[src/rtl/core/cat_pkg.sv]
// shared types, codes and helpers of the argument tokenizer
package cat_pkg;

  localparam int unsigned QueueDepthDefault = 2;

  localparam logic [1:0] KIND_BYTE      = 2'd0;
  localparam logic [1:0] KIND_TOKEN_END = 2'd1;
  localparam logic [1:0] KIND_CMD_END   = 2'd2;

  localparam logic [7:0] CH_QUOTE     = 8'h22;
  localparam logic [7:0] CH_BACKSLASH = 8'h5C;
  localparam logic [7:0] CH_SLASH     = 8'h2F;
  localparam logic [7:0] CH_STAR      = 8'h2A;

  localparam int unsigned MaxResults = 4;

  typedef struct packed {
    logic [7:0] text_byte;
    logic       final_byte;
  } in_t;

  typedef struct packed {
    logic [1:0] item_kind;
    logic [7:0] token_byte;
    logic       run_last;
  } out_t;

  // all results caused by one input byte
  typedef struct packed {
    logic [2:0]                  count;
    out_t [MaxResults-1:0]       items;
  } bundle_t;

  // queue control driven by the back end and seen by the queue
  typedef struct packed {
    logic valid;
    logic pop;
  } head_ctl_t;

  function automatic bundle_t add_item(bundle_t b, logic [1:0] kind, logic [7:0] byt);
    bundle_t r;
    r = b;
    if (b.count < 3'(MaxResults)) begin
      r.items[b.count[1:0]].item_kind  = kind;
      r.items[b.count[1:0]].token_byte = byt;
      r.items[b.count[1:0]].run_last   = 1'b0;
      r.count = b.count + 3'd1;
    end
    return r;
  endfunction

  function automatic logic is_space(logic [7:0] c);
    return (c == 8'h20) || ((c >= 8'h09) && (c <= 8'h0D));
  endfunction

endpackage

[src/rtl/core/cat_front.sv]
// front end: classifies each byte, keeps scan state, builds the result bundle
module cat_front import cat_pkg::*; (
  input  logic    clk,
  input  logic    rst,
  input  logic    push,
  input  in_t     entry,
  input  logic    q_full,
  output logic    full,
  output logic    q_push,
  output bundle_t q_data
);

  typedef enum logic [1:0] {
    MODE_NORMAL = 2'd0,
    MODE_QUOTE  = 2'd1,
    MODE_BLOCK  = 2'd2,
    MODE_LINE   = 2'd3
  } mode_t;

  mode_t   scan_mode, scan_mode_next;
  logic    slash_held, slash_held_next;
  logic    escape_held, escape_held_next;
  logic    star_held, star_held_next;
  logic    token_open, token_open_next;
  bundle_t bundle;
  logic    accept;

  assign full   = q_full;
  assign accept = push && !q_full;

  always_comb begin
    logic [7:0] c;
    logic       fin;
    logic       done;
    c = entry.text_byte;
    fin = entry.final_byte;
    done = 1'b0;
    bundle = '0;
    scan_mode_next   = scan_mode;
    slash_held_next  = slash_held;
    escape_held_next = escape_held;
    star_held_next   = star_held;
    token_open_next  = token_open;

    unique case (scan_mode)
      MODE_NORMAL: begin
        if (escape_held) begin
          escape_held_next = 1'b0;
          bundle = add_item(bundle, KIND_BYTE, c);
          token_open_next = 1'b1;
          done = 1'b1;
        end else if (slash_held) begin
          slash_held_next = 1'b0;
          if (c == CH_SLASH || c == CH_STAR) begin
            if (token_open_next) begin
              bundle = add_item(bundle, KIND_TOKEN_END, 8'd0);
              token_open_next = 1'b0;
            end
            scan_mode_next = (c == CH_SLASH) ? MODE_LINE : MODE_BLOCK;
            star_held_next = 1'b0;
            done = 1'b1;
          end else begin
            bundle = add_item(bundle, KIND_BYTE, CH_SLASH);
            token_open_next = 1'b1;
          end
        end
        if (!done) begin
          if (is_space(c)) begin
            if (token_open_next) begin
              bundle = add_item(bundle, KIND_TOKEN_END, 8'd0);
              token_open_next = 1'b0;
            end
          end else if (c == CH_QUOTE) begin
            token_open_next = 1'b1;
            scan_mode_next = MODE_QUOTE;
          end else if (c == CH_BACKSLASH && !fin) begin
            escape_held_next = 1'b1;
          end else if (c == CH_SLASH && !fin) begin
            slash_held_next = 1'b1;
          end else begin
            bundle = add_item(bundle, KIND_BYTE, c);
            token_open_next = 1'b1;
          end
        end
      end
      MODE_QUOTE: begin
        if (escape_held) begin
          escape_held_next = 1'b0;
          bundle = add_item(bundle, KIND_BYTE, c);
          token_open_next = 1'b1;
        end else if (c == CH_QUOTE) begin
          scan_mode_next = MODE_NORMAL;
        end else if (c == CH_BACKSLASH && !fin) begin
          escape_held_next = 1'b1;
        end else begin
          bundle = add_item(bundle, KIND_BYTE, c);
          token_open_next = 1'b1;
        end
      end
      MODE_BLOCK: begin
        if (star_held && c == CH_SLASH) begin
          scan_mode_next = MODE_NORMAL;
          star_held_next = 1'b0;
        end else begin
          star_held_next = (c == CH_STAR);
        end
      end
      MODE_LINE: begin
        done = 1'b1;
      end
      default: begin
        done = 1'b1;
      end
    endcase

    if (fin) begin
      if (token_open_next) begin
        bundle = add_item(bundle, KIND_TOKEN_END, 8'd0);
      end
      bundle = add_item(bundle, KIND_CMD_END, 8'd0);
      scan_mode_next   = MODE_NORMAL;
      slash_held_next  = 1'b0;
      escape_held_next = 1'b0;
      star_held_next   = 1'b0;
      token_open_next  = 1'b0;
    end

    if (bundle.count != 3'd0) begin
      bundle.items[2'(bundle.count - 3'd1)].run_last = 1'b1;
    end
  end

  assign q_push = accept && (bundle.count != 3'd0);
  assign q_data = bundle;

  always_ff @(posedge clk) begin
    if (rst) begin
      scan_mode   <= MODE_NORMAL;
      slash_held  <= 1'b0;
      escape_held <= 1'b0;
      star_held   <= 1'b0;
      token_open  <= 1'b0;
    end else if (accept) begin
      scan_mode   <= scan_mode_next;
      slash_held  <= slash_held_next;
      escape_held <= escape_held_next;
      star_held   <= star_held_next;
      token_open  <= token_open_next;
    end
  end

endmodule

[src/rtl/core/cat_queue.sv]
// short bundle queue between front and back end
module cat_queue import cat_pkg::*; #(
  parameter int unsigned Depth = QueueDepthDefault
) (
  input  logic      clk,
  input  logic      rst,
  input  logic      wr,
  input  bundle_t   wr_data,
  output logic      full,
  input  head_ctl_t ctl_in,
  output logic      valid,
  output bundle_t   head
);

  localparam int unsigned PtrW = (Depth > 1) ? $clog2(Depth) : 1;
  localparam int unsigned CntW = $clog2(Depth + 1);

  bundle_t           mem [Depth];
  logic [PtrW-1:0]   wr_ptr;
  logic [PtrW-1:0]   rd_ptr;
  logic [CntW-1:0]   fill;
  logic              do_wr;
  logic              do_rd;

  assign full  = (fill == CntW'(Depth));
  assign valid = (fill != '0);
  assign head  = mem[rd_ptr];
  assign do_wr = wr && !full;
  assign do_rd = ctl_in.pop && ctl_in.valid;

  always_ff @(posedge clk) begin
    if (do_wr) begin
      mem[wr_ptr] <= wr_data;
    end
  end

  always_ff @(posedge clk) begin
    if (rst) begin
      wr_ptr <= '0;
      rd_ptr <= '0;
      fill   <= '0;
    end else begin
      if (do_wr) begin
        wr_ptr <= (wr_ptr == PtrW'(Depth - 1)) ? '0 : wr_ptr + 1'b1;
      end
      if (do_rd) begin
        rd_ptr <= (rd_ptr == PtrW'(Depth - 1)) ? '0 : rd_ptr + 1'b1;
      end
      fill <= fill + CntW'(do_wr) - CntW'(do_rd);
    end
  end

endmodule

[src/rtl/core/cat_back.sv]
// back end: hands out the results of the head bundle one transfer at a time
module cat_back import cat_pkg::*; (
  input  logic      clk,
  input  logic      rst,
  input  logic      q_valid,
  input  bundle_t   head,
  output head_ctl_t ctl,
  input  logic      pop,
  output logic      empty,
  output out_t      result
);

  logic [1:0] idx;
  logic       last;
  logic       take;

  assign empty  = !q_valid;
  assign result = head.items[idx];
  assign last   = ({1'b0, idx} == head.count - 3'd1);
  assign take   = pop && q_valid;

  assign ctl.valid = q_valid;
  assign ctl.pop   = take && last;

  always_ff @(posedge clk) begin
    if (rst) begin
      idx <= '0;
    end else if (take) begin
      idx <= last ? 2'd0 : idx + 2'd1;
    end
  end

endmodule

[src/rtl/core/console_argument_tokenizer_core.sv]
// top level of the console argument tokenizer
// Takes one command byte per cycle while full is low and delivers token bytes,
// token ends and a command end, one result per pop. The front end accepts a
// byte every cycle while the bundle queue has room; each accepted byte yields
// 0 to 4 results, and the back end drains them one per cycle while pop is held
// (bytes with no result are not written to the queue).
// Sustained rate is set by the back end's one-result-per-cycle serializer;
// QueueDepth bundles of slack sit between the two halves.
module console_argument_tokenizer_core import cat_pkg::*; #(
  parameter int unsigned QueueDepth = QueueDepthDefault
) (
  input  logic clk,
  input  logic rst,
  input  logic push,
  output logic full,
  input  in_t  entry,
  output logic empty,
  input  logic pop,
  output out_t result
);

  logic      q_full;
  logic      q_push;
  bundle_t   q_data;
  logic      q_valid;
  bundle_t   q_head;
  head_ctl_t ctl;

  cat_front u_front (
    .clk    (clk),
    .rst    (rst),
    .push   (push),
    .entry  (entry),
    .q_full (q_full),
    .full   (full),
    .q_push (q_push),
    .q_data (q_data)
  );

  cat_queue #(
    .Depth (QueueDepth)
  ) u_queue (
    .clk     (clk),
    .rst     (rst),
    .wr      (q_push),
    .wr_data (q_data),
    .full    (q_full),
    .ctl_in  (ctl),
    .valid   (q_valid),
    .head    (q_head)
  );

  cat_back u_back (
    .clk     (clk),
    .rst     (rst),
    .q_valid (q_valid),
    .head    (q_head),
    .ctl     (ctl),
    .pop     (pop),
    .empty   (empty),
    .result  (result)
  );

endmodule

[config.mk]
export PLATFORM = sky130hd
export DESIGN_NAME = console_argument_tokenizer_core
export DESIGN_NICKNAME = d
export VERILOG_FILES = /design/src/rtl/core/cat_pkg.sv /design/src/rtl/core/cat_front.sv /design/src/rtl/core/cat_queue.sv /design/src/rtl/core/cat_back.sv /design/src/rtl/core/console_argument_tokenizer_core.sv
export SDC_FILE = /design/constraint.sdc
export NUM_CORES = 1
export LEC_CHECK = 0
export BUFFER_PORTS_ARGS = -buffer_cell sky130_fd_sc_hd__buf_2
export CORE_ASPECT_RATIO = 1.5
export CORE_MARGIN = 4
export CORE_UTILIZATION = 40
export CTS_BUF_LIST = sky130_fd_sc_hd__clkbuf_8 sky130_fd_sc_hd__clkbuf_16
export CTS_CLUSTER_SIZE = 25
export DETAILED_ROUTE_END_ITERATION = 16
export SETUP_SLACK_MARGIN = 0.02
export SYNTH_ARGS = -nofsm -noshare
export SYNTH_HDL_FRONTEND = slang
export SYNTH_SLANG_ARGS = --single-unit
export TNS_END_PERCENT = 50
[constraint.sdc]
create_clock -name clk -period 15.1 [get_ports clk]
set_input_delay 0 -clock clk [delete_from_list [all_inputs] [get_ports clk]]
set_output_delay 0 -clock clk [all_outputs]
set_load 0.03 [all_outputs]
### Word level (Yosys, flattened, before mapping)

Memories as Yosys holds them, arrays and structs flattened. A register that Yosys moved wholly into a read port is not among the register bits.
Index checks and enable logic that the tools add are counted.

* flip-flop bits (word level): 12
* input port bits: 13
* latch bits: 0
* output and inout port bits: 13
* RAM bits: 94
* ROM bits: 0
* memories: 1
* logic and storage cells: 195

* $lt $le $gt $ge: 14
* bitwise gates (word level): 0
* reductions and logical operators: 30
* equal/unequal tests: 15
* $add $sub $neg: 10
* mux-type cells: 116
* multiply operators: 0
* divide/modulo/power cells: 0
* shift-type cells: 0

Memory list
* u_queue.mem: depth 2, bits a word 47, rd ports 1, clocked after Yosys merged registers in 1, wr ports 1, RTL line cat_queue.sv:18 `bundle_t mem [Depth];`

Operator list (number)
* $mux W47: 18
* $bwmux W44: 13
* $demux W11 S2: 10
* $mux W45: 3
* $pmux W47 S2: 1
* $mux W1: 47
* $mux W11: 4
* $mux W44: 1
* $eq A8 B6 Y1 const B: 4
* $mux W9: 3
* $bmux W11 S2: 1
* $mux W2: 11
* $lt A2 B3 Y1 const B: 5
* $logic_and A1 B1 Y1: 14
* $ne A3 B2 Y1 const B: 4
* $reduce_and A5 Y1: 2
* $add A3 B1 Y3 const B: 3
* $lt A3 B3 Y1 const B: 3
* $reduce_bool A3 Y1: 3
* $eq A8 B7 Y1 const B: 1
* $ge A2 B1 Y1 const B: 4
* $ge A8 B4 Y1 const B: 1
* $le A8 B4 Y1 const B: 1
* $ne A3 B3 Y1 const B: 2
* 17 further kinds: 26

### Logic depth before layout (Yosys ltp)

* word-level depth: 46
* depth in mapped cells: 21
* mapped depth without buffers: 19

### Hierarchy

From an unflattened synthesis, not the netlist that was laid out.

* cells, all modules: 436
* area total of the unflattened synthesis: 5758.0 um2

By module, submodules not included
* cat_queue: seq. area each 2922.8 um2, area an instance 3637.2 um2, instances 1, cells an instance 173
* cat_front: seq. area each 120.1 um2, area an instance 1660.3 um2, instances 1, cells an instance 227
* cat_back: seq. area each 40.0 um2, area an instance 460.4 um2, instances 1, cells an instance 36

### Least setup slack after synthesis

No wires, ideal clock.

* path type: reg-to-reg
* start: register u_front.escape_held
* end: memory u_queue.mem[0][0] (netlist bit) (enable)
* setup slack: 10.238 ns
* required time: 14.677 ns
* path buffers: 1
* arrival time: 4.440 ns
* stages on the path, launching flop included: 15
* library setup time: 0.423 ns
* clock period less this slack: 4.862 ns
* cell sequence: dfxtp_1 clkbuf_1 nor2_1 a41oi_1 ha_1 nand3b_1 o2111ai_1 nand2_1 ha_1 inv_1 a21o_1 ha_1 nor4b_4 a311oi_4 nor2b_1

* word-level cells in the longest chain between the ends: 22
* elaborated cells on any way between the ends: 39
* those cells by class: 3 x add/sub; 3 x order compare; 30 x mux; 3 x reduce/logical

Ends and longest elaborated chain
* start: declaration: RTL line cat_front.sv:22 `logic escape_held, escape_held_next;`
* start signal: assignment: RTL line cat_front.sv:146 `escape_held <= escape_held_next;`
* $mux W47: RTL line cat_front.sv:47 `if (escape_held) begin`
* $mux W47: RTL line cat_front.sv:45 `unique case (scan_mode)`
* $add A3 B1 Y3 or $lt A3 B3 Y1 (tied branches): RTL line cat_pkg.sv:47, cat_pkg.sv:43
* $mux W47: RTL line cat_pkg.sv:43 `if (b.count < 3'(MaxResults)) begin`
* $mux W47: RTL line cat_front.sv:78 `end else if (c == CH_SLASH && !fin) begin`
* $mux W47: RTL line cat_front.sv:76 `end else if (c == CH_BACKSLASH && !fin) begin`
* $mux W47: RTL line cat_front.sv:73 `end else if (c == CH_QUOTE) begin`
* $mux W47: RTL line cat_front.sv:68 `if (is_space(c)) begin`
* [... 6 more ...]
* $add A3 B1 Y3 or $lt A3 B3 Y1 (tied branches): RTL line cat_pkg.sv:47, cat_pkg.sv:43
* $mux W47: RTL line cat_pkg.sv:43
* $mux W47 (*): RTL line cat_front.sv:116 `if (fin) begin`
* $reduce_bool A3 Y1 (*): RTL line cat_front.sv:133 `assign q_push = accept && (bundle.count != 3'd0);`
* $logic_and A1 B1 Y1 (*): RTL line cat_front.sv:133
* $logic_and A1 B1 Y1 (*): RTL line cat_queue.sv:28 `assign do_wr = wr && !full;`
* $mux W1 (*): RTL line cat_queue.sv:32 `if (do_wr) begin`
* $mux W1 (not written as such) (*): RTL line cat_queue.sv:33 `mem[wr_ptr] <= wr_data;`
* end: declaration: RTL line cat_queue.sv:18

Every way passes the cells marked *; elsewhere a longest branch is shown, timed or not. The select of a mux whose other input is x is not followed.

### Final worst setup path

* start: register u_front.escape_held
* end: memory u_queue.mem[0][18] (netlist bit) (enable)

Same word-level chain as after synthesis.

==> reports/metrics.cfg <==
[outcome]
status = finished, final reports clean

[synth]
synth_edf_count = 62
ys_ff_latch = 75
syn-cell-area_um2 = 4160
synthCells = 341
synth_top_area_share_pct = 44.7
syn_nets = 369
synth_area_leaders = edfxtp_1 45%, mux4_2 7.6%, dfxtp_1 6.3%, ha_1 4.5%, nor2_1 3.2%
yosys.area_share.xor_xnor_pct = 1.89
synth_most_common_cell = edfxtp_1
synth_cell_types = 64
synthTopCellsByCount = 62 x edfxtp_1, 36 x nor2_1, 15 x a21oi_1, 15 x and2_1, 15 x ha_1
yosysTopAreaCell = edfxtp_1
ys.warnings.count = 0
synth_ff_type = edfxtp_1
synth_compound_area_share_pct = 11.6
ys_async_sr_fraction_pct = 0
syn_area_per_cell_um2 = 12.2
synthMuxAreaShare_pct = 9.47
synth-simple-area-share_pct = 18.2
synth_top_family_by_area = simple AND/OR/NAND/NOR gates
yosysSeqAreaShare_pct = 51.0
synth-adder-area-share_pct = 4.51

[setup_path]
rr_worst_depth = 14
slowest_delay_ns = 0.65
worstPathArrival_ns = 4.32
slowest_stage = dfxtp_1
critPathMostFrequentCell = ha_1
critPathLaunch = u_front.escape_held
endpoint_kind = flip-flop
critPathMaxFanout = 31
cp_cell_sequence = nor2_1, a41oi_1, ha_1, nand3b_1, o2111ai_1, nand2_1, ha_1, inv_1, a21o_1, ha_1, nor4b_4, a311oi_4, nor2b_2, buf_4
start_kind = flip-flop
worstPathRequired_ns = 15.08
rr_startpoint = u_front.escape_held
path_class = flip-flop to flip-flop

[routing]
drtPass1Iterations = 5
drt-initial-drc-count = 81
routed_wl_um = 8440
viasPerCell = 5.57
ant_nets = 0
wl_per_cell_um = 17.4
remaining_drc_errors = 0
vias = 2702

[floorplanning]
io_pins = 26
core_um2 = 10100
start_util_pct = 41.1
die_y_um = 133
die-area_um2 = 12100
rows = 45
fp.dieW_um = 91.3

[finish]
nets = 391
final_cells = 485
area_growth_pct = 12.7
multi_input_area_um2 = 1900
n_fill_cell = 962
drive_gt1_share_pct = 21.5
antenna_cells = 0
fin_area_um2 = 4690
final_core_util_pct = 46.3
seqCellArea_um2 = 2120

[sta]
finClkSkew_ns = 0.00375
period_needed_ns = 4.34
tns_ns = 0
max_freq_ghz = 0.230
maxSlewHeadroom_pct = 48.0
rsz0062_at_grt = no
fin_crit_sh_pct = 28.7
worst_slack_ns = 10.76
hold_viol_final = 0
worstMarginPinSlew_ns = 0.779
setup_viol = 0
drv_slew = 0

[clock_network]
clk_latency_ns = 0.32
clock-sinks = 75
post_cts_buffers = 0
htree_levels = 3
clk_pin_slew_ns = 0.05
cts_resized = 0
cts_buffers = 9
cts_hold_buf = 0
cts_tree = yes
cts_root_buf = clkbuf_16
clockBufferDepth = 2

[power_and_ir_drop]
internal_power_uw = 466
power_switching_uw = 187
vdd.ir_drop.worst_mv = 0.0553
power_density_nw_per_um2 = 139
swShare_pct = 28.7
pwr-share-seq_pct = 41.9
leakagePower_uw = 0.00172
power_frac_comb_pct = 24.5
share_clk_of_total_power_pct = 33.5

[grt]
grt_start_max_net_pins = 32
met2_usage_pct = 26.3
use_met3_pct = 3.01
grt_pass1_wl_um = 14200
grt_overflow = 0
grt_usage_pct = 14.9
antenna_found_initial = 0
met1_usage_pct = 17.6
grt-busiest-layer = met2
first_global_vias = 2771

[placed_design]
place_ws_ns = 10.78
dp_hpwl_um = 6180
gp_congestion = 0.866
dpl_cell_area_um2 = 4380
io_buffers = 25
post-place-cells = 469

[run]
drv_cap = 0

[hold_path]
min-delay-path-class = primary input to flip-flop
hold_depth = 2
hp-start = rst

[layout by cell type, fill, tap and decap left out, drive strengths merged, types with 5 or more instances in the layout]
master  instances
o21ai          12
and3           10
mux4           14
ha             15
nor3            5
nor2           36
buf            28
nand2          12
xnor2           8
nand2b          6
and2           16
clkbuf          9
edfxtp         62
nand3           6
dfxtp          13
a21oi          15
inv            18
nor2b          14
[metal layers]
metal	wire, um	vias to the layer above
met2	4450	49
li1	-	1323
met5	0	-
met4	136	0
met1	3580	1318
met3	271	12
[power by group through the flow]
| stage | registers, uW | logic, uW | clock network, uW |
|---|---|---|---|
| floorplan | 270 | 128 | 0 |
| global placement | 277 | 162 | 0 |
| detailed placement | 279 | 163 | 0 |
| CTS | 275 | 164 | 223 |
| global route | 278 | 175 | 234 |
| finish | 274 | 160 | 219 |
[logic make-up (layout without fill, tap and decap cells)]
group,count (synthesis),in the layout
xor gates and xnor gates,9,9
and+or+nand+nor,128,128
muxes,21,21
adders and majority gates,15,15
buffers and inverters,33,60
AOI/OAI and AO/OA,60,60
DFF,75,75
[metrics by stage]
step | power, uW | hold WS, ns
global route | 687 | 0.0315
CTS | 662 | 0.0239
global placement | 439 | 0.354
floorplan | 398 | 0.174
finish | 653 | 0.0166
detailed placement | 442 | 0.363
[sequential cells by signal (all words and copies together) (netlist names), named ones only]
signal and cells:
u_queue.mem 62, u_back.idx 2, u_front.scan_mode 2, u_queue.fill 2
u_front.escape_held 1, u_front.slash_held 1, u_front.star_held 1, u_front.token_open 1
u_queue.rd_ptr 1, u_queue.wr_ptr 1
[worst paths after layout]
| kind | to | slack, ns |
|---|---|---|
| max | u_queue.mem[0][18] | 10.76 |
| min | u_queue.rd_ptr | 0.02 |
| max reg2reg | u_queue.mem[0][18] | 10.76 |
| min reg2reg | u_front.star_held | 0.51 |
[area by class of cell]
cell class	instances	share of cell area, %
inverters	16	1.28
flip-flops and latches	75	45.2
well taps	117	3.12
multi-input cells	233	40.6
clock buffers	9	4.80
clock inverters	7	1.81
repair buffers	28	3.15
[worst max-delay path, delay by kind of cell, from the launching register on]
kind,cells,cell delay [ns]
simple gates,5,0.78
fa+ha+maj,3,1.02
compound gates,4,1.12
buf+inv,2,0.43
flops,1,0.65
(Power assumes the default switching activity.)
